## config.mk

```make
export PLATFORM = sky130hd
export DESIGN_NAME = dgb_front
export DESIGN_NICKNAME = d
export VERILOG_FILES = /design/src/design/dgb_pkg.sv /design/src/design/dgb_front.sv
export SDC_FILE = /design/constraint.sdc
export NUM_CORES = 1
export LEC_CHECK = 0
export BUFFER_PORTS_ARGS = -buffer_cell sky130_fd_sc_hd__buf_2
export CORE_ASPECT_RATIO = 1.2
export CORE_MARGIN = 2
export CORE_UTILIZATION = 60
export DETAILED_ROUTE_END_ITERATION = 16
export GPL_TIMING_DRIVEN = 0
export PLACE_DENSITY = 0.77
export SETUP_SLACK_MARGIN = 0.15
export SYNTH_ARGS = -nofsm -noshare
export SYNTH_HDL_FRONTEND = slang
export SYNTH_SLANG_ARGS = --single-unit
export TNS_END_PERCENT = 50
```

## constraint.sdc

```tcl
create_clock -name clk -period 12.8 [get_ports clk]
set_clock_uncertainty 0.05 [all_clocks]
set_input_delay 0 -clock clk [delete_from_list [all_inputs] [get_ports clk]]
set_output_delay 0 -clock clk [all_outputs]
set_load 0.05 [all_outputs]
```

## src/design/dgb_pkg.sv

```systemverilog
`timescale 1ns / 1ps
`default_nettype none

package dgb_pkg;

  // Configuration register indexes and widths
  localparam int CFG_W = 13;
  localparam logic REG_FRAME_WIDTH  = 1'b0;
  localparam logic REG_FRAME_HEIGHT = 1'b1;

  localparam logic [CFG_W-1:0] FRAME_WIDTH_RESET  = 13'd2940;
  localparam logic [CFG_W-1:0] FRAME_HEIGHT_RESET = 13'd2016;

  // Luma weights, 16 fraction bits
  localparam logic [15:0] COEF_R = 16'd13933;
  localparam logic [15:0] COEF_G = 16'd46871;
  localparam logic [15:0] COEF_B = 16'd4732;

  // Divide by 25 as multiply by 5243 and shift by 17 (exact for sums up to 6375)
  localparam logic [12:0] BOX_DIV_MUL   = 13'd5243;
  localparam int          BOX_DIV_SHIFT = 17;

  // Depth of the queue between front and back
  localparam int QUEUE_DEPTH = 4;

  // Result kinds
  localparam logic KIND_GRAY = 1'b0;
  localparam logic KIND_BOX  = 1'b1;

  typedef struct packed {
    logic       kind;
    logic [9:0] col;
    logic [9:0] row;
    logic [7:0] value;
    logic       last;
  } result_t;

endpackage

`default_nettype wire

```

## src/design/dgb_front.sv

```systemverilog
`timescale 1ns / 1ps
`default_nettype none

module dgb_front
  import dgb_pkg::*;
#(
  parameter int MAX_DEC_COLS  = 1024,
  parameter int MAX_FULL_SIZE = 4096,
  parameter int QW            = 8
) (
  input  wire logic             clk,
  input  wire logic             rst,
  input  wire logic             cfg_we,
  input  wire logic             cfg_index,
  input  wire logic [CFG_W-1:0] cfg_data,
  input  wire logic             in_valid,
  output logic                  in_ready,
  input  wire logic [7:0]       red,
  input  wire logic [7:0]       green,
  input  wire logic [7:0]       blue,
  output logic                  q_valid,
  input  wire logic             q_ready,
  output logic [QW-1:0]         q_data
);

  localparam int CW  = $clog2(MAX_FULL_SIZE);
  localparam int SW  = $clog2(MAX_FULL_SIZE + 1);
  localparam int EW  = (SW > CFG_W) ? SW : CFG_W;
  localparam int DCW = $clog2(MAX_DEC_COLS);
  localparam int GYW = CW - 2;

  function automatic logic [SW-1:0] eff_size(input logic [CFG_W-1:0] v);
    logic [EW-1:0] wide;
    wide = EW'(v);
    if (v == '0) return SW'(1);
    else if (wide > EW'(MAX_FULL_SIZE)) return SW'(MAX_FULL_SIZE);
    else return SW'(v);
  endfunction

  function automatic logic [SW-1:0] dec_cols(input logic [SW-1:0] e);
    if (int'(e >> 2) > MAX_DEC_COLS) return SW'(MAX_DEC_COLS);
    else return e >> 2;
  endfunction

  logic [SW-1:0] eff_w;
  logic [SW-1:0] eff_h;
  logic [SW-1:0] dec_w;
  logic [SW-1:0] dec_h;
  logic [CW-1:0] col;
  logic [CW-1:0] row;
  logic          fr_valid;
  logic [QW-1:0] fr_data;

  logic          accept;
  logic          keep;
  logic [SW:0]   col_inc;
  logic [SW:0]   row_inc;
  logic          col_wrap;
  logic          row_wrap;
  logic [23:0]   gray_prod;
  logic [7:0]    gray;

  assign in_ready = !fr_valid || q_ready;
  assign accept   = in_valid && in_ready;
  assign q_valid  = fr_valid;
  assign q_data   = fr_data;

  // Classify the pixel at the current raster position
  always_comb begin
    keep = (col[1:0] == 2'b00) && (row[1:0] == 2'b00) &&
           (SW'(col >> 2) < dec_w) && (SW'(row >> 2) < dec_h);
    col_inc  = (SW+1)'(col) + (SW+1)'(1);
    row_inc  = (SW+1)'(row) + (SW+1)'(1);
    col_wrap = (col_inc >= (SW+1)'(eff_w));
    row_wrap = (row_inc >= (SW+1)'(eff_h));
  end

  // Luma in fixed point, truncated
  assign gray_prod = 24'(COEF_R) * 24'(red) + 24'(COEF_G) * 24'(green) +
                     24'(COEF_B) * 24'(blue);
  assign gray = gray_prod[23:16];

  // Hold frame geometry, raster counters and the output flag
  always_ff @(posedge clk) begin
    if (rst) begin
      eff_w    <= eff_size(FRAME_WIDTH_RESET);
      eff_h    <= eff_size(FRAME_HEIGHT_RESET);
      dec_w    <= dec_cols(eff_size(FRAME_WIDTH_RESET));
      dec_h    <= eff_size(FRAME_HEIGHT_RESET) >> 2;
      col      <= '0;
      row      <= '0;
      fr_valid <= 1'b0;
    end else begin
      if (cfg_we) begin
        case (cfg_index)
          REG_FRAME_WIDTH: begin
            eff_w <= eff_size(cfg_data);
            dec_w <= dec_cols(eff_size(cfg_data));
          end
          REG_FRAME_HEIGHT: begin
            eff_h <= eff_size(cfg_data);
            dec_h <= eff_size(cfg_data) >> 2;
          end
          default: begin
          end
        endcase
      end
      if (accept) begin
        if (col_wrap) begin
          col <= '0;
          row <= row_wrap ? '0 : CW'(row_inc);
        end else begin
          col <= CW'(col_inc);
        end
        fr_valid <= keep;
      end else if (q_ready) begin
        fr_valid <= 1'b0;
      end
    end
  end

  // Capture decimated position and gray level
  always_ff @(posedge clk) begin
    if (accept && keep) fr_data <= {DCW'(col >> 2), GYW'(row >> 2), gray};
  end

endmodule

`default_nettype wire

```

# --- Yosys cells after proc, flatten, opt, wreduce, memory -nomap -nowiden ---
# Cells that the tools add are included.
classes:
  add_sub_neg: 4
  n_mul: 3
  order_cmp: 6
  muxes: 10
  n_bitwise: 1
  n_reduce_logical: 14
op_table:
  columns: ["operator", "n"]
  rows:
  - ["$mux 13", 5]
  - ["$add 12x1->13 const B", 2]
  - ["$ge 13x13->1", 2]
  - ["$add 22x24->24", 1]
  - ["$add 24x21->24", 1]
  - ["$mul 16x8->24 const A", 1]
  - ["$mux 12", 2]
  - ["$mul 14x8->22 const A", 1]
  - ["$mul 11x8->19 const A", 1]
  - ["$gt 13x13->1 const B", 1]
  - ["$logic_not 13->1", 1]
  - ["$lt 10x13->1", 1]
  - ["$gt 11x11->1 const B", 1]
  - ["$lt 10x11->1", 1]
  - ["$mux 11", 1]
  - ["$reduce_and 2->1", 3]
  - ["$logic_and 1x1->1", 5]
  - ["$logic_not 2->1", 2]
  - ["$mux 1", 2]
  - ["$reduce_bool 2->1", 1]
  - ["$logic_not 1->1", 1]
  - ["$logic_or 1x1->1", 1]
  - ["$not 1->1", 1]
totals:
  reg_bits: 83
  input_bits: 43
  out_inout_bits: 10
  elab_cells: 46

# --- Longest topological paths before layout ---
# Gate-level depths: netlist (run 1).
logic_depth:
  depth_word: 8
  depth_mapped: 30
  ltp_nobuf: 30

# --- Worst setup path before layout (run 1) ---
# No wires, ideal clock.
synth_timing:
  kind: "in2reg"
  from: "input port blue[5]"
  to: "register fr_data[7] (netlist: q_data[7]) (data pin)"
  setup_time_ns: 0.266
  t_arrival_ns: 6.724
  t_required_ns: 12.484
  setup_slack_ns: 5.760
  stages: 26
  n_path_buf: 0
  cell_sequence: "inv_1 fa_1 inv_1 fa_1 fa_1 fa_1 ha_1 o21a_1 o21ai_0 o21ba_2 o21a_1 nor2_1 xnor2_1 ha_1 inv_1 fa_1 fa_1 fa_1 inv_1 ha_1 nand3_1 o31ai_2 o2111ai_4 a211o_1 a21oi_1 a31oi_1"
synth_between:
  elab_chain_cells: 2
synth_rtl:
  columns: ["item", "line_no", "text"]
  rows:
  - ["from (decl)", "dgb_front.sv:20", "input wire logic [7:0] blue,"]
  - ["$mul 11x8->19", "dgb_front.sv:80", "24'(COEF_B) * 24'(blue);"]
  - ["$add 24x21->24", "dgb_front.sv:79", "assign gray_prod = 24'(COEF_R) * 24'(red) + 24'(COEF_G) * 24'(green) +"]
  - ["net gray_prod[23]", "dgb_front.sv:60", "logic [23:0] gray_prod;"]
  - ["to (signal assigned)", "dgb_front.sv:124", "if (accept && keep) fr_data <= {DCW'(col >> 2), GYW'(row >> 2), gray};"]
  - ["to (decl)", "dgb_front.sv:52", "logic [QW-1:0] fr_data;"]
# The timed path passes the listed nets, and every way through them passes these cells.
# A chain may end at the register's enable or synchronous reset.

# --- Final worst setup path (run 1) ---
# Ends and elaborated chain as after synthesis.

==> flow_metrics.tcl, run 1 <==
set metrics [dict create \
    cts_sinks 69 \
    hold_path_depth 5 \
    drv_cap 0 \
    grt_pass1_vias 7847 \
    routed_wl_um 21200 \
    multi_input_area_mm2 0.00752 \
    dpl_cell_area_mm2 0.0106 \
    regArea_mm2 0.00146 \
    worstPathRequired_ns 12.82 \
    path_class "in2reg" \
    area_delta_synth_final_pct 9.51 \
    clk_pin_slew_ns 0.06 \
    synthArstFlopShare_pct 0 \
    finish.instance_area_mm2 0.0110 \
    die_h_um 146 \
    worst_slew_pin_slew_ns 0.583 \
    antenna_found_initial 0 \
    viasPerCell 5.53 \
    synth_most_common_cell "inv_1" \
    syn_area_per_cell_um2 9.37 \
    ys_seq_area_share_pct 14.5 \
    fin_nets 1518 \
    ctsResizeCount 0 \
    fin_crit_sh_pct 58.0 \
    place_hpwl_um 18500 \
    n_fill_cell 1294 \
    initial_utilization_pct 61.6 \
    row_count 51 \
    postSynthNetCount 1443 \
    cp.arrival_ns 7.44 \
    grt_overflow 0 \
    grt_pass1_wl_um 35700 \
    synth_cell_type_count 54 \
    final-hold-violation-count 0 \
    grt_usage_pct 25.3 \
    slew_viol_final 0 \
    period_minus_slack_ns 7.42 \
    drc_errors 0 \
    post-place-cells 1338 \
    numCtsBuffers 9 \
    io_pins 53 \
    outcome "complete, no violations" \
    cp_common_cell "fa_1" \
    core_mm2 0.0163 \
    insertion_delay_ns 0.33 \
    synth_top_area_share_pct 27.4 \
    root_buffer "clkbuf_16" \
    ant_nets 0 \
    drt_iter0_drc 279 \
    die_w_um 122 \
    route.detailed.wl_per_inst_um 15.5 \
    gp_congestion 0.943 \
    h-tree-depth 3 \
    worst-r2r-cell-count 15 \
    cts_tree "built" \
    hold_class "in2reg" \
    synth_cells 1075 \
    cp-start-kind "primary input" \
    diodes 0 \
    ys_seq_elements 69 \
    layout.cells.non_filler 1367 \
    timing.final.ws_setup_ns 5.38 \
    rsz0062_at_grt "false" \
    max_slew_margin_pct 61.0 \
    end_kind "flip-flop" \
    synth_edf_count 8 \
    setup_violations 0 \
    grt_max_degree 15 \
    clockBufferDepth 2 \
    dp_slack_ns 5.04 \
    synth_area_mm2 0.0101 \
    synth_area_leaders "fa_1 27%, ha_1 23%, dfxtp_1 12%" \
    synth_common_cells "270 x inv_1, 187 x ha_1, 138 x fa_1" \
    synth_top_area_cell "fa_1" \
    ys.flop_type "dfxtp_1" \
    yosysWarnings 0 \
    cp_slowest_cell "fa_1" \
    tns_ns 0 \
    cp_slowest_stage_delay_ns 0.64 \
    die_area_mm2 0.0178 \
    drive_gt1_share_pct 7.36 \
    vias 7562 \
    crit_fanout 5 \
    drtPass1Iterations 6 \
    clock.fmax_mhz 135 \
    io_buffers 51 \
]
==> path summary, 6_finish.rpt <==
| check | end | startpoint | slack [ns] |
|---|---|---|---|
| max | q_data[7] | blue[5] | 5.38 |
| min | eff_w[0] | cfg_data[0] | 0.04 |
| max reg2reg | row[0] | row[0] | 9.03 |
| min reg2reg | dec_w[0] | dec_w[0] | 0.41 |
==> layout by cell type (no fill, tap or decap), drive strengths merged, types with 7 or more instances in the layout <==
| cell | count |
|---|---|
| dlygate4sd3 | 13 |
| inv | 273 |
| ha | 187 |
| nor3 | 7 |
| nand2 | 50 |
| a21oi | 60 |
| edfxtp | 8 |
| clkbuf | 24 |
| buf | 54 |
| xor2 | 14 |
| a21o | 18 |
| and2 | 8 |
| nor2 | 38 |
| xnor2 | 24 |
| nand3 | 18 |
| nor3b | 15 |
| nand2b | 7 |
| a31oi | 10 |
| a211o | 11 |
| fa | 138 |
| dfxtp | 61 |
| o21ai | 38 |
| nand4 | 8 |
==> worst max-delay path: cells and delay by family <==
family                   cells  cell delay (ns)
AO/OA/AOI/OAI                9             1.97
XOR/XNOR                     1             0.09
adder cells (fa/ha/maj)     10             4.68
buffers and inverters        5             0.41
AND/OR/NAND/NOR              2             0.25
==> cells by family after synthesis <==
family / Yosys count / share of synthesized area (%)
adder cells (fa/ha/maj): 325 / 50.7
buffers and inverters: 288 / 10.8
AND/OR/NAND/NOR: 178 / 8.98
AO/OA/AOI/OAI: 176 / 11.6
flip-flops: 69 / 14.5
XOR/XNOR: 38 / 3.31
multiplexers: 1 / 0.112
==> sequential cells by signal (all words and copies together), names as in the netlist <==
register  count
col          12
dec_w        10
q_data        8
q_valid       1
row          12
eff_h        13
eff_w        13
==> through the flow <==
| step | hold slack [ns] | utilization [%] |
|---|---|---|
| detailed placement | 0.247 | 64.8 |
| floorplan | 0.0771 | - |
| CTS | 0.0180 | 67.5 |
| global placement | 0.236 | 64.8 |
| finish | 0.0442 | 67.5 |
| global route | 0.0539 | 67.5 |
==> cell type report <==
class | instances | area share, %
buffer | 18 | 0.647
multi-input combinational | 718 | 68.2
inverter | 270 | 9.19
clock inverter | 7 | 0.738
tap | 212 | 2.41
timing repair buffer | 64 | 3.50
clock buffer | 9 | 2.04
sequential | 69 | 13.3
==> per-layer routing <==
| metal | up-vias | wire [um] | track usage (%) |
|---|---|---|---|
| met4 | 0 | 1270 | 14.0 |
| li1 | 3639 | - | - |
| met3 | 66 | 774 | 3.96 |
| met1 | 3700 | 8360 | 28.3 |
| met2 | 157 | 10800 | 45.2 |
| met5 | - | 0 | 0 |
==> timing repair <==
| item | CTS | global route |
|---|---|---|
| setup buffers | 0 | 0 |
| setup endpoints to repair | 0 | 0 |
| hold buffers | 13 | 0 |
| hold endpoints to repair | 24 | 0 |
Power of run 1 is left out: the tool's default activity adds up to more than one toggle a clock period on the data nets, which glitch-free logic cannot reach.
==> inputs of run 2 (changes only) <==
--- a/config.mk
+++ b/config.mk
@@ -5,13 +5,14 @@
 export SDC_FILE = /design/constraint.sdc
 export NUM_CORES = 1
 export LEC_CHECK = 0
+export ABC_AREA = 1
 export BUFFER_PORTS_ARGS = -buffer_cell sky130_fd_sc_hd__buf_2
 export CORE_ASPECT_RATIO = 1.2
 export CORE_MARGIN = 2
-export CORE_UTILIZATION = 60
+export CORE_UTILIZATION = 58
 export DETAILED_ROUTE_END_ITERATION = 16
 export GPL_TIMING_DRIVEN = 0
-export PLACE_DENSITY = 0.77
+export PLACE_DENSITY = 0.78
 export SETUP_SLACK_MARGIN = 0.15
 export SYNTH_ARGS = -nofsm -noshare
 export SYNTH_HDL_FRONTEND = slang
==> constraint.sdc (replaced) <==
create_clock -name clk -period 6.56 [get_ports clk]
set_clock_uncertainty 0.05 [all_clocks]
set_input_delay 0 -clock clk [delete_from_list [all_inputs] [get_ports clk]]
set_output_delay 0 -clock clk [all_outputs]
set_load 0.05 [all_outputs]
==> flow_metrics.tcl, run 2 <==
set metrics [dict create \
    outcome "complete, no violations" \
    cts_tree "built" \
    timing.final.ws_setup_ns 0.261 \
    io_buffers 52 \
    grt_overflow 0 \
    drc_errors 0 \
    clock.fmax_mhz 159 \
    top_regs "eff_h (13), eff_w (13)" \
    drtPass1Iterations 5 \
    cp_slowest_cell "fa_2" \
    core_mm2 0.0189 \
    clockBufferDepth 2 \
    drv_cap 0 \
    tns_ns 0 \
    root_buffer "clkbuf_16" \
    worstReg2RegStart "row[0]" \
    cts_sinks 69 \
    yosysWarnings 0 \
    insertion_delay_ns 0.33 \
    gp_congestion 1.00 \
    setup_violations 0 \
    holdWs_ns 0.0470 \
    ys.flop_type "dfxtp_1" \
    area_delta_synth_final_pct 13.1 \
    grt_pass1_wl_um 43000 \
    cp.arrival_ns 6.33 \
    ant_nets 0 \
    place_hpwl_um 22200 \
    postSynthNetCount 1809 \
    hold_path_depth 3 \
    synth_compound_area_share_pct 7.52 \
    drt_iter0_drc 462 \
    viasPerCell 5.25 \
    synth_cell_type_count 38 \
    io_pins 53 \
    synth-xor-area-share_pct 1.57 \
    rsz0062_at_grt "true" \
    worst-r2r-cell-count 17 \
    drive_gt1_share_pct 10.2 \
    synth_most_common_cell "inv_1" \
    synth_edf_count 8 \
    cp-start-kind "primary input" \
    final_common_cell "inv_1" \
    row_count 55 \
    die_area_mm2 0.0204 \
    fin_crit_sh_pct 96.0 \
    route.detailed.wl_per_inst_um 15.1 \
    synth_top_area_share_pct 24.7 \
    grt_usage_pct 26.7 \
    synth_area_leaders "fa_1 25%, ha_1 21%, inv_1 13%" \
    cp_slowest_stage_delay_ns 0.62 \
    synthAdderAreaFrac_pct 45.7 \
    numCtsBuffers 9 \
    synth_cells 1441 \
    grt_pass1_vias 9358 \
    clk_pin_slew_ns 0.06 \
    grt_max_degree 13 \
    final-hold-violation-count 0 \
    die_w_um 131 \
    postLayoutCoreUtil_pct 67.0 \
    synth_top_family_by_area "adder cells" \
    max_slew_margin_pct 60.8 \
    routed_wl_um 27000 \
    ys_seq_area_share_pct 13.1 \
    hp-start "cfg_we" \
    end_kind "flip-flop" \
    cp_common_cell "fa_1" \
    path_class "in2reg" \
    diodes 0 \
    syn_area_per_cell_um2 7.75 \
    worst_slew_pin_slew_ns 0.588 \
    synthSimpleGateAreaFrac_pct 18.8 \
    ys_seq_elements 69 \
    final_cell_mix "369 x inv_1, 236 x nand2_1, 177 x ha_1" \
    dp_slack_ns -0.646 \
    critical_path.startpoint "blue[5]" \
    h-tree-depth 3 \
    hold_class "in2reg" \
    vias 9367 \
    synth_area_mm2 0.0112 \
    synth.area.mux_share_pct 0 \
    synthArstFlopShare_pct 0 \
    die_h_um 156 \
    crit_fanout 5 \
    initial_utilization_pct 59.3 \
    fin_nets 1891 \
    antenna_found_initial 0 \
    synth_common_cells "373 x inv_1, 245 x nand2_1, 187 x ha_1" \
    slew_viol_final 0 \
    synth_top_area_cell "fa_1" \
    worstPathRequired_ns 6.59 \
    period_minus_slack_ns 6.30 \
]
[run 2: final timing paths]
check | slack [ns] | endpoint
max reg2reg | 3.45 | row[11]
max | 0.26 | q_data[3]
min | 0.05 | eff_h[12]
min reg2reg | 0.42 | eff_w[7]
[run 2: logic make-up after synthesis]
kind of cell               count (synthesis)
AOI/OAI and AO/OA                        145
xor gates and xnor gates                  20
adders and majority gates                325
buffers and inverters                    390
DFF                                       69
and+or+nand+nor                          492
[run 2: repair_timing]
item / in CTS / in global routing
hold endpoints to repair: 25 / 0
cloned: 0 / 0
resized for setup: 16 / 66
endpoints found under the setup margin: 8 / 8
pin swaps: 4 / 25
hold buffers: 14 / 0
setup buffers: 0 / 5
[run 2: worst max-delay path: cells and delay by family]
family	cells	cell delay [ns]
adders and majority gates	10	4.57
AOI/OAI and AO/OA	4	0.58
and+or+nand+nor	6	0.55
buffers and inverters	5	0.34
xor gates and xnor gates	1	0.28
[run 2: cell type report]
type / instances / area, um2
clock inverter: 7 / 138
buffer: 16 / 90.1
sequential: 69 / 1460
tap: 256 / 320
fill: 1577 / 6210
multi-input combinational: 982 / 8560
timing repair buffer: 71 / 440
inverter: 374 / 1400
clock buffer: 9 / 225
[run 2: through the flow]
step | instance area, um2 | instances
finish | 12600 | 1784
global route | 12600 | 1784
CTS | 12300 | 1779
detailed placement | 11800 | 1749
global placement | 11800 | 1749
floorplan | 11200 | 1441
[run 2: layer usage]
metal / share of wire (%) / up-vias / track usage [%]
li1: - / 4632 / -
met1: 40 / 4444 / 30.7
met2: 54 / 232 / 50.3
met3: 3.3 / 59 / 3.09
met4: 3.1 / 0 / 9.73
met5: 0 / - / 0
Power of run 2 is left out for the same reason.
