==> src/design/dgb_pkg.sv <==
`timescale 1ns / 1ps
`default_nettype none

package dgb_pkg;

  // Configuration register indexes and widths
  localparam int CFG_W = 13;
  localparam logic REG_FRAME_WIDTH  = 1'b0;
  localparam logic REG_FRAME_HEIGHT = 1'b1;

  localparam logic [CFG_W-1:0] FRAME_WIDTH_RESET  = 13'd2940;
  localparam logic [CFG_W-1:0] FRAME_HEIGHT_RESET = 13'd2016;

  // Luma weights, 16 fraction bits
  localparam logic [15:0] COEF_R = 16'd13933;
  localparam logic [15:0] COEF_G = 16'd46871;
  localparam logic [15:0] COEF_B = 16'd4732;

  // Divide by 25 as multiply by 5243 and shift by 17 (exact for sums up to 6375)
  localparam logic [12:0] BOX_DIV_MUL   = 13'd5243;
  localparam int          BOX_DIV_SHIFT = 17;

  // Depth of the queue between front and back
  localparam int QUEUE_DEPTH = 4;

  // Result kinds
  localparam logic KIND_GRAY = 1'b0;
  localparam logic KIND_BOX  = 1'b1;

  typedef struct packed {
    logic       kind;
    logic [9:0] col;
    logic [9:0] row;
    logic [7:0] value;
    logic       last;
  } result_t;

endpackage

`default_nettype wire

==> src/design/dgb_queue.sv <==
`timescale 1ns / 1ps
`default_nettype none

module dgb_queue
  import dgb_pkg::*;
#(
  parameter int WIDTH = 8
) (
  input  wire logic             clk,
  input  wire logic             rst,
  input  wire logic             push_valid,
  output logic                  push_ready,
  input  wire logic [WIDTH-1:0] push_data,
  output logic                  pop_valid,
  input  wire logic             pop_ready,
  output logic [WIDTH-1:0]      pop_data
);

  localparam int PW = $clog2(QUEUE_DEPTH);

  logic [WIDTH-1:0] entries [QUEUE_DEPTH];
  logic [PW-1:0]    wr_ptr;
  logic [PW-1:0]    rd_ptr;
  logic [PW:0]      count;
  logic             push;
  logic             pop;

  assign push_ready = (count != (PW+1)'(QUEUE_DEPTH));
  assign pop_valid  = (count != '0);
  assign pop_data   = entries[rd_ptr];
  assign push       = push_valid && push_ready;
  assign pop        = pop_valid && pop_ready;

  // Advance pointers and occupancy
  always_ff @(posedge clk) begin
    if (rst) begin
      wr_ptr <= '0;
      rd_ptr <= '0;
      count  <= '0;
    end else begin
      if (push) wr_ptr <= wr_ptr + PW'(1);
      if (pop)  rd_ptr <= rd_ptr + PW'(1);
      if (push && !pop)      count <= count + (PW+1)'(1);
      else if (pop && !push) count <= count - (PW+1)'(1);
    end
  end

  // Store entry
  always_ff @(posedge clk) begin
    if (push) entries[wr_ptr] <= push_data;
  end

endmodule

`default_nettype wire

==> config.mk <==
export PLATFORM = sky130hd
export DESIGN_NAME = dgb_queue
export DESIGN_NICKNAME = d
export VERILOG_FILES = /design/src/design/dgb_pkg.sv /design/src/design/dgb_queue.sv
export SDC_FILE = /design/constraint.sdc
export NUM_CORES = 1
export LEC_CHECK = 0
export ABC_AREA = 1
export BUFFER_PORTS_ARGS = -buffer_cell sky130_fd_sc_hd__buf_2
export CORE_MARGIN = 3
export CORE_UTILIZATION = 45
export DETAILED_ROUTE_END_ITERATION = 10
export PLACE_DENSITY_LB_ADDON = 0.15
export SYNTH_ARGS = -nofsm -noshare
export SYNTH_HDL_FRONTEND = slang
export SYNTH_SLANG_ARGS = --single-unit
==> constraint.sdc <==
create_clock -name clk -period 1.5 [get_ports clk]
set_input_delay 0.075 -clock clk [delete_from_list [all_inputs] [get_ports clk]]
set_output_delay 0.075 -clock clk [all_outputs]
set_load 0.01 [all_outputs]
# Yosys cells after proc, flatten, opt, wreduce, memory -nomap -nowiden
# Memory sizes are Yosys's and may differ from the RTL's. A register that Yosys moved wholly into a read port is not among the register bits.
# Cells that the tools add are included.
totals:
  n_memories: 1
  ramBits: 32
  output_inout_bits: 10
  regBits: 7
  inputBits: 12
op_classes:
  mux: 6
  eq_ne: 1
  add_sub_neg: 4
  reduce_logical: 8
mem_list:
  columns: ["memory", "depth", "word_bits", "read_ports", "rd_clocked_by_memory_dff", "wr", "line", "rtl"]
  rows:
  - ["entries", 4, 8, 1, 1, 1, "dgb_queue.sv:21", "logic [WIDTH-1:0] entries [QUEUE_DEPTH];"]
op_table:
  columns: ["op", "n"]
  rows:
  - ["$mux 3", 2]
  - ["$add 2x1->2 const B", 2]
  - ["$logic_and 1x1->1", 4]
  - ["$mux 2", 2]
  - ["$add 3x1->3 const B", 1]
  - ["$ne 3x3->1 const B", 1]
  - ["$reduce_bool 3->1", 1]
  - ["$sub 3x1->3 const B", 1]
  - ["$logic_not 1->1", 2]
  - ["$mux 1", 2]
  - ["$reduce_bool 2->1", 1]

# Logic depth before layout (Yosys ltp)
# Gate-level depths: netlist of run 1.
depth:
  word_depth: 6
  mapped_depth: 13
  depth_no_buf: 13

# Worst setup path before layout of run 1
# OpenSTA, ideal clock, no wires.
synth_timing:
  path_kind: "register -> register"
  start: "reg count[1]"
  end: "reg count[1]"
  arrival_time_ps: 1590
  n_path_buf: 0
  setup_slack_ps: -206
  path_stages_with_launch: 10
  period_less_slack_ps: 1706
  path_cell_list: "dfxtp_1 -> nor2_2 -> nand2_2 -> nand2_2 -> inv_2 -> ha_1 -> inv_1 -> fa_1 -> o21ai_0 -> nor2_1"
synth_between:
  elab_chain_cells: 5
  word_cells_on_any_way: 13
synth_lines:
  columns: ["element", "line", "rtl"]
  rows:
  - ["start: declaration", "dgb_queue.sv:24", "logic [PW:0] count;"]
  - ["start signal: assignment", "dgb_queue.sv:43", "if (push && !pop) count <= count + (PW+1)'(1);"]
  - ["start signal: assignment", "dgb_queue.sv:44", "else if (pop && !push) count <= count - (PW+1)'(1);"]
  - ["$ne 3x3->1 *", "dgb_queue.sv:28", "assign push_ready = (count != (PW+1)'(QUEUE_DEPTH));"]
  - ["net push_ready", "dgb_queue.sv:12", "output logic push_ready,"]
  - ["$logic_and 1x1->1 *", "dgb_queue.sv:31", "assign push = push_valid && push_ready;"]
  - ["net push", "dgb_queue.sv:25", "logic push;"]
  - ["$logic_not 1->1", "dgb_queue.sv:44", null]
  - ["$logic_and 1x1->1", "dgb_queue.sv:44", null]
  - ["$reduce_bool 2->1 (no source line)", null, null]
# Mark *: on every way through the listed nets, which the timed path passes. The rest lies on a longest branch. The select of a mux whose other input is x is not followed.
# A chain may end at the register's enable or synchronous reset.

# Worst setup path in the final report of run 1
layout_timing:
  start: "reg count[0]"
  end: "reg count[1]"
layout_between:
  elab_chain_cells: 5
  word_cells_on_any_way: 13
layout_lines:
  columns: ["element", "line"]
  rows:
  - ["$ne 3x3->1 *", "dgb_queue.sv:28"]
  - ["$logic_and 1x1->1 *", "dgb_queue.sv:31"]
  - ["net push", "dgb_queue.sv:25"]
  - ["$logic_not 1->1", "dgb_queue.sv:44"]
  - ["$logic_and 1x1->1", "dgb_queue.sv:44"]
  - ["$reduce_bool 2->1 (no source line)", null]
# Marked as above.

==> results of run 1 <==
[kinds of logic after synthesis]
group / share of synthesized area
AOI/OAI and AO/OA: 0.0956
xor gates and xnor gates: 0.00519
adders and majority gates: 0.0489
buffers and inverters: 0.0489
DFF: 0.676
and+or+nand+nor: 0.125
[power by group]
| part | leakage [nW] | switching (mW) | total [mW] | internal, mW |
|---|---|---|---|---|
| combinational | 0.432 | 0.635 | 1.15 | 0.514 |
| sequential | 0.369 | 0.0965 | 1.50 | 1.41 |
| clock | 0.0542 | 0.338 | 0.753 | 0.415 |
[synth_stat cells, types with 3 or more instances]
| library cell | n |
|---|---|
| sky130_fd_sc_hd__a21oi_1 | 3 |
| sky130_fd_sc_hd__dfxtp_1 | 9 |
| sky130_fd_sc_hd__edfxtp_1 | 32 |
| sky130_fd_sc_hd__ha_1 | 5 |
| sky130_fd_sc_hd__inv_1 | 14 |
| sky130_fd_sc_hd__nand2_1 | 11 |
| sky130_fd_sc_hd__nand2_2 | 4 |
| sky130_fd_sc_hd__nand3_1 | 4 |
| sky130_fd_sc_hd__nor2_1 | 28 |
| sky130_fd_sc_hd__o21ai_0 | 13 |
| sky130_fd_sc_hd__o21ai_2 | 3 |
| sky130_fd_sc_hd__o22ai_1 | 8 |
[state kept, by name, summed over array words and instances (netlist names), named ones only]
| register | flops |
|---|---|
| count | 3 |
| entries | 32 |
| rd_ptr | 2 |
| wr_ptr | 2 |
[final cells by class]
class	count	area, µm²
Fill cell	298	1330
Sequential cell	41	1150
Multi-Input combinational cell	85	489
Timing Repair Buffer	43	285
Clock buffer	7	96.3
Inverter	16	60.1
Tap cell	46	57.6
Clock inverter	1	5.00
[worst paths after layout]
path                          start                      end  slack, ns
min reg2reg  rd_ptr[1]$_SDFFE_PP0P_                     flop       0.51
max reg2reg   count[0]$_SDFFE_PP0P_    count[1]$_SDFFE_PP0P_      -0.09
min                    push_data[4]  entries[0][4]$_DFFE_PP_      0.009
max           count[0]$_SDFFE_PP0P_    count[1]$_SDFFE_PP0P_      -0.09
[layout by cell type (no fill, tap or decap), types with 2 or more instances in the layout]
cell type                       count
sky130_fd_sc_hd__ha_1               4
sky130_fd_sc_hd__nand2_2            4
sky130_fd_sc_hd__o22ai_1            8
sky130_fd_sc_hd__edfxtp_1          32
sky130_fd_sc_hd__buf_4             16
sky130_fd_sc_hd__o21ai_1            2
sky130_fd_sc_hd__o21ai_2            3
sky130_fd_sc_hd__inv_2              4
sky130_fd_sc_hd__buf_2             21
sky130_fd_sc_hd__nor2_1            28
sky130_fd_sc_hd__o21ai_0           12
sky130_fd_sc_hd__dfxtp_1            6
sky130_fd_sc_hd__inv_1             12
sky130_fd_sc_hd__a21oi_1            3
sky130_fd_sc_hd__nand3_1            3
sky130_fd_sc_hd__nand2_1           11
sky130_fd_sc_hd__clkbuf_8           7
sky130_fd_sc_hd__dfxtp_4            2
sky130_fd_sc_hd__dlygate4sd3_1      6
[stage by stage]
stage	power (mW)	hold WS, ns
after global placement	2.59	0.285
after global routing	3.66	0.00902
final	3.41	0.00852
after detailed placement	2.63	0.294
after CTS	3.43	0.00221
after floorplan	2.21	0.138
[worst reg2reg max path, delay by kind of cell (launching register included)]
family | cells | cell delay [ns]
adder cells (fa/ha/maj) | 2 | 0.58
flip-flops | 1 | 0.36
AND/OR/NAND/NOR | 4 | 0.32
AO/OA/AOI/OAI | 1 | 0.14
buffers and inverters | 2 | 0.11
[layer usage]
| layer | track usage | up-vias |
|---|---|---|
| li1 | - | 586 |
| met1 | 0.175 | 541 |
| met2 | 0.274 | 19 |
| met3 | 0.0449 | 5 |
| met4 | 0.0532 | 0 |
| met5 | 0 | - |
[repair_timing]
action / 4_1_cts / 5_1_grt
gates resized for setup: 1 / 2
setup endpoints to repair: 8 / 8
setup buffers: 3 / 0
pin swaps: 7 / 3
hold endpoints to repair: 22 / 0
hold buffers: 6 / 0
==> out/qor.txt, run 1 <==
==================================================================================================
Post-detailed-placement cell area ...................................................     1950 µm²
Final cycle utilization of the critical path ........................................         1.06
Synthesized area per cell ...........................................................     11.7 µm²
Critical path endpoint category .....................................................         flop
Transition time of the tightest slew-check pin ......................................     0.290 ns
Violations in the final reports ..................................................... negative setup slack
Number of nets produced by synthesis ................................................          162
Non-filler instance count after layout ..............................................          239
Syn. warnings .......................................................................            0
Total Nets Final ....................................................................          210
Fraction of the core area covered by cells at the end of the flow ...................        0.618
Post-Route Setup TNS ................................................................    -0.122 ns
Cell Chain, Critical Path ........................................................... nor2_4 -> nand2_2 -> nand2_2 -> inv_2 -> ha_4 -> inv_2 -> fa_2 -> o21ai_1 -> nor2_1
Status .............................................................................. complete, but fails checks
Kind of path behind the tightest hold check .........................................       in2reg
Number of synthesized flops with an enable pin ......................................           32
Maximum ir drop on the vdd rail .....................................................   0.000867 V
Global placer's final weighted congestion ...........................................        0.710
Register-to-Register Path Depth .....................................................            9
Area leader, netlist ................................................................ sky130_fd_sc_hd__edfxtp_1
CP max FO ...........................................................................            2
Worst-case setup slack after placement ..............................................    -0.102 ns
Highest metal layer with signal wires ...............................................         met4
Number of cells on the critical path ................................................            9
Clock Sinks .........................................................................           41
Type of the worst setup path ........................................................      reg2reg
Die outline area ....................................................................     4520 µm²
Synth-to-layout area growth .........................................................        27.0%
Min setup slack post-route ..........................................................   -0.0874 ns
Yosys top cell area share ...........................................................        0.569
Async set-reset flop share out of synthesis .........................................            0
Number of standard cells after synthesis ............................................          144
Number of buffer cells added on primary ports .......................................           21
HPWL after DPL ......................................................................      2.06 mm
Time the worst path needs with I/O delays and setup .................................      1.59 ns
H-tree levels .......................................................................            2
Number of pins with negative max-slew slack in the final report .....................            0
Area of the mapped netlist ..........................................................     1690 µm²
Number of diodes ....................................................................            0
Number of buffers and inverters on the critical path ................................            2
Wire length on met1 .................................................................      1.27 mm
Maximum cell stage delay along the critical path ....................................      0.42 ns
Site Rows ...........................................................................           21
Die width ...........................................................................      67.2 µm
First-pass GRT wire length ..........................................................      5.03 mm
Number of distinct standard cells referenced by the synthesized netlist .............           19
Skew-Pair Late Insertion Delay ......................................................      0.28 ns
CTS Root Cell ....................................................................... sky130_fd_sc_hd__clkbuf_8
Hold violation total from the final report ..........................................            0
Max-capacitance violation count .....................................................            0
Number of vias after detailed routing ...............................................        1,151
Final setup skew ....................................................................   0.00439 ns
RSZ-0062 raised after global routing ................................................         true
TritonCTS clock tree ................................................................         done
Total setup violations reported at the end of the flow ..............................            2
Max Root-Sink Buffers ...............................................................            2
Worst hold path cell count ..........................................................            1
Maximum number of pins on one net before global-route repair ........................           17
GRT Overall Usage ...................................................................        0.154
Wire length on met2 .................................................................      1.55 mm
Family with the most delay on the worst path ........................................  adder cells
Detailed Route Iter0 Violations .....................................................           51
Power per cell area .................................................................  1590 nW/µm²
Remaining antenna violation count ...................................................            0
Initial core utilization ............................................................        0.487
Vertical die dimension ..............................................................      67.2 µm
Vias per cell .......................................................................         4.82
FF+latch count, synth ...............................................................           41
Number of placed instances with taps included .......................................          222
Clock transition time at the flip-flop clock pins of the worst setup and hold paths .      0.07 ns
Critical path required time .........................................................      1.68 ns
Max Clock Freq ......................................................................      630 MHz
Prevailing post-synth register cell ................................................. sky130_fd_sc_hd__edfxtp_1
DRT Pass-1 Iters ....................................................................            4
Detailed Route WL ...................................................................      2.96 mm
Pleak ...............................................................................     0.856 nW
Sort of element at the start of the critical path ...................................         flop
Clock buffers created by TritonCTS ..................................................            5
Relative max-transition margin ......................................................        0.807
Global route total overflow .........................................................            0
Worst-path cell with the longest stage delay ........................................ sky130_fd_sc_hd__fa_2
Area contributors post-synth ........................................................ sky130_fd_sc_hd__edfxtp_1, sky130_fd_sc_hd__dfxtp_1, sky130_fd_sc_hd__nor2_1
Vias in the first global route ......................................................        1,123
Initial antenna violation count .....................................................            0
Area of all placed cells without fillers ............................................     2140 µm²
Register area share after synthesis .................................................        0.676
Final routed DRC violation total ....................................................            0
Arrival time at the worst endpoint ..................................................      1.77 ns
Wire length on met3 .................................................................       107 µm
Core box area .......................................................................     3470 µm²
Total I/O pin count .................................................................           22
Proportion of layout cells with a drive suffix above 1 ..............................        0.332
Wire length per cell after detailed routing .........................................      12.4 µm
==================================================================================================
(Power assumes the default switching activity.)
==> run 2, diff against run 1 <==
- CELL_PAD_IN_SITES_DETAIL_PLACEMENT: not set -> 0
- CELL_PAD_IN_SITES_GLOBAL_PLACEMENT: not set -> 2
- CORE_UTILIZATION: 45 -> 33
==> run 2 against run 1 <==
The flow still finishes with violations (negative setup slack). Sequential share of layout area down 0.59 points. Clock-buffer cell count increased by 1. Cell count up 9.2%. Global-route usage down 3.3 points. First-iteration DRC count up 20%. Die area rose by 33%. Clock skew increased by 0.0027 ns. Sequential cell count unchanged. Register-to-register slack better by 0.02 ns. Worst hold slack better by 0.0016 ns. Utilization fell by 17 points. Clock power is 4.8% lower. Critical endpoint unchanged.
==> out/qor.txt, run 2 (synthesis gave the netlist of run 1 again) <==
==================================================================================================
Initial antenna violation count .....................................................            0
Final cycle utilization of the critical path ........................................         1.05
Clock Sinks .........................................................................           41
HPWL after DPL ......................................................................      2.29 mm
Total I/O pin count .................................................................           22
Number of vias after detailed routing ...............................................        1,152
Relative max-transition margin ......................................................        0.873
Synth-to-layout area growth .........................................................        28.5%
Vias in the first global route ......................................................        1,155
Reg2reg end ......................................................................... count[1]$_SDFFE_PP0P_
Detailed Route Iter0 Violations .....................................................           61
Fillers .............................................................................          478
Number of diodes ....................................................................            0
Family with the most delay on the worst path ........................................  adder cells
Worst hold path cell count ..........................................................            1
Sort of element at the start of the critical path ...................................         flop
Register containing the most flip-flops in the final layout .........................      entries
Wire length per cell after detailed routing .........................................      12.4 µm
Number of flip-flops under the largest register name ................................           32
Critical path required time .........................................................      1.68 ns
Final setup skew ....................................................................   0.00706 ns
First-pass GRT wire length ..........................................................      5.55 mm
Fraction of the core area covered by cells at the end of the flow ...................        0.450
DRT Pass-1 Iters ....................................................................            4
Footprint of the multi-input gates ..................................................      492 µm²
Final routed DRC violation total ....................................................            0
Power per cell area .................................................................  1580 nW/µm²
Total Nets Final ....................................................................          211
Die outline area ....................................................................     6010 µm²
CTS Root Cell ....................................................................... sky130_fd_sc_hd__clkbuf_8
Pleak ...............................................................................     0.853 nW
Status .............................................................................. complete, but fails checks
Clock transition time at the flip-flop clock pins of the worst setup and hold paths .      0.08 ns
Area taken by flip-flops and latches ................................................     1150 µm²
Most common cell after layout, fill and taps aside .................................. sky130_fd_sc_hd__edfxtp_1
Most prevalent standard cell on the critical path ................................... sky130_fd_sc_hd__nand2_2
Critical Path Start ................................................................. count[0]$_SDFFE_PP0P_
TritonCTS clock tree ................................................................         done
Launch instance of the worst register-to-register path .............................. count[0]$_SDFFE_PP0P_
Hold violation total from the final report ..........................................            0
Number of pins with negative max-slew slack in the final report .....................            0
Worst-path cell with the longest stage delay ........................................ sky130_fd_sc_hd__fa_2
Arrival time at the worst endpoint ..................................................      1.76 ns
Violations in the final reports ..................................................... negative setup slack
H-tree levels .......................................................................            2
Vias per cell .......................................................................         4.41
Remaining antenna violation count ...................................................            0
Max-capacitance violation count .....................................................            0
Core box area .......................................................................     4820 µm²
Number of buffers and inverters on the critical path ................................            2
Global placer's final weighted congestion ...........................................        0.769
Time the worst path needs with I/O delays and setup .................................      1.57 ns
Maximum cell stage delay along the critical path ....................................      0.42 ns
Proportion of layout cells with a drive suffix above 1 ..............................        0.345
Min setup slack post-route ..........................................................   -0.0716 ns
Total setup violations reported at the end of the flow ..............................            2
Setup slack on the worst flop-to-flop path ..........................................     -0.07 ns
Transition time of the tightest slew-check pin ......................................     0.190 ns
Cell Chain, Critical Path ........................................................... nor2_4 -> nand2_2 -> nand2_2 -> inv_2 -> ha_4 -> inv_4 -> fa_2 -> o21ai_1 -> nor2_1
GRT Overall Usage ...................................................................        0.120
Initial core utilization ............................................................        0.350
RSZ-0062 raised after global routing ................................................         true
Worst Hold End ...................................................................... entries[3][6]$_DFFE_PP_
Maximum number of pins on one net before global-route repair ........................           17
HP Start ............................................................................ push_data[6]
Vertical die dimension ..............................................................      77.5 µm
Highest-count cells in the layout ignoring fill and taps ............................ sky130_fd_sc_hd__edfxtp_1, sky130_fd_sc_hd__nor2_1, sky130_fd_sc_hd__buf_2, sky130_fd_sc_hd__buf_4
Max Root-Sink Buffers ...............................................................            2
Register-to-Register Path Depth .....................................................            9
Detailed Route WL ...................................................................      3.25 mm
Registers with the highest flip-flop counts ......................................... entries x32, count x3
Max Clock Freq ......................................................................      636 MHz
Skew-Pair Late Insertion Delay ......................................................      0.28 ns
Clock buffers created by TritonCTS ..................................................            5
Maximum ir drop on the vdd rail .....................................................   0.000610 V
Post-Route Setup TNS ................................................................    -0.120 ns
CP max FO ...........................................................................            2
Site Rows ...........................................................................           25
Number of buffer cells added on primary ports .......................................           21
Critical path endpoint category .....................................................         flop
Type of the worst setup path ........................................................      reg2reg
Global route total overflow .........................................................            0
Die width ...........................................................................      77.5 µm
Kind of path behind the tightest hold check .........................................       in2reg
==================================================================================================
==> run 2: power breakdown <==
group	switching (mW)	internal, mW	total [mW]	leakage (nW)
Clock	0.342	0.375	0.717	0.0455
Combinational	0.657	0.556	1.21	0.438
Sequential	0.0947	1.41	1.50	0.369
==> run 2: repair_timing <==
item	in CTS	in global routing
pin swaps	7	6
setup endpoints to repair	2	9
hold buffers	4	0
resized for setup	1	7
endpoints found under the hold margin	15	0
buffers inserted	3	1
==> run 2: worst max path at each step <==
stage	depth (start not counted)	endpoint
global placement	12	count[2]$_SDFFE_PP0P_
detailed placement	12	count[2]$_SDFFE_PP0P_
CTS	9	count[1]$_SDFFE_PP0P_
global route	11	count[2]$_SDFFE_PP0P_
floorplan	9	count[1]$_SDFFE_PP0P_
finish	9	count[1]$_SDFFE_PP0P_
==> run 2: layer usage <==
metal / track usage / wire length (µm) / vias to the layer above
li1: - / - / 593
met1: 0.139 / 1390 / 536
met2: 0.212 / 1680 / 19
met3: 0.0336 / 134 / 4
met4: 0.0427 / 43 / 0
met5: 0 / 0 / -
==> run 2: through the flow <==
stage | setup slack (ns) | std cells | total power [mW] | hold WS [ns] | area, µm²
global placement | -0.0644 | 245 | 2.63 | 0.286 | 1990
finish | -0.0716 | 261 | 3.43 | 0.0102 | 2170
global route | -0.199 | 261 | 3.70 | 0.00248 | 2170
floorplan | -0.114 | 144 | 2.21 | 0.138 | 1720
detailed placement | -0.106 | 245 | 2.67 | 0.293 | 1990
CTS | -0.0939 | 260 | 3.46 | 0.00243 | 2150
==> run 2: cell type report <==
cell class / instances / area share
Tap cell: 67 / 0.0386
Clock buffer: 8 / 0.0415
Multi-Input combinational cell: 85 / 0.227
Inverter: 16 / 0.0300
Sequential cell: 41 / 0.531
Timing Repair Buffer: 44 / 0.133
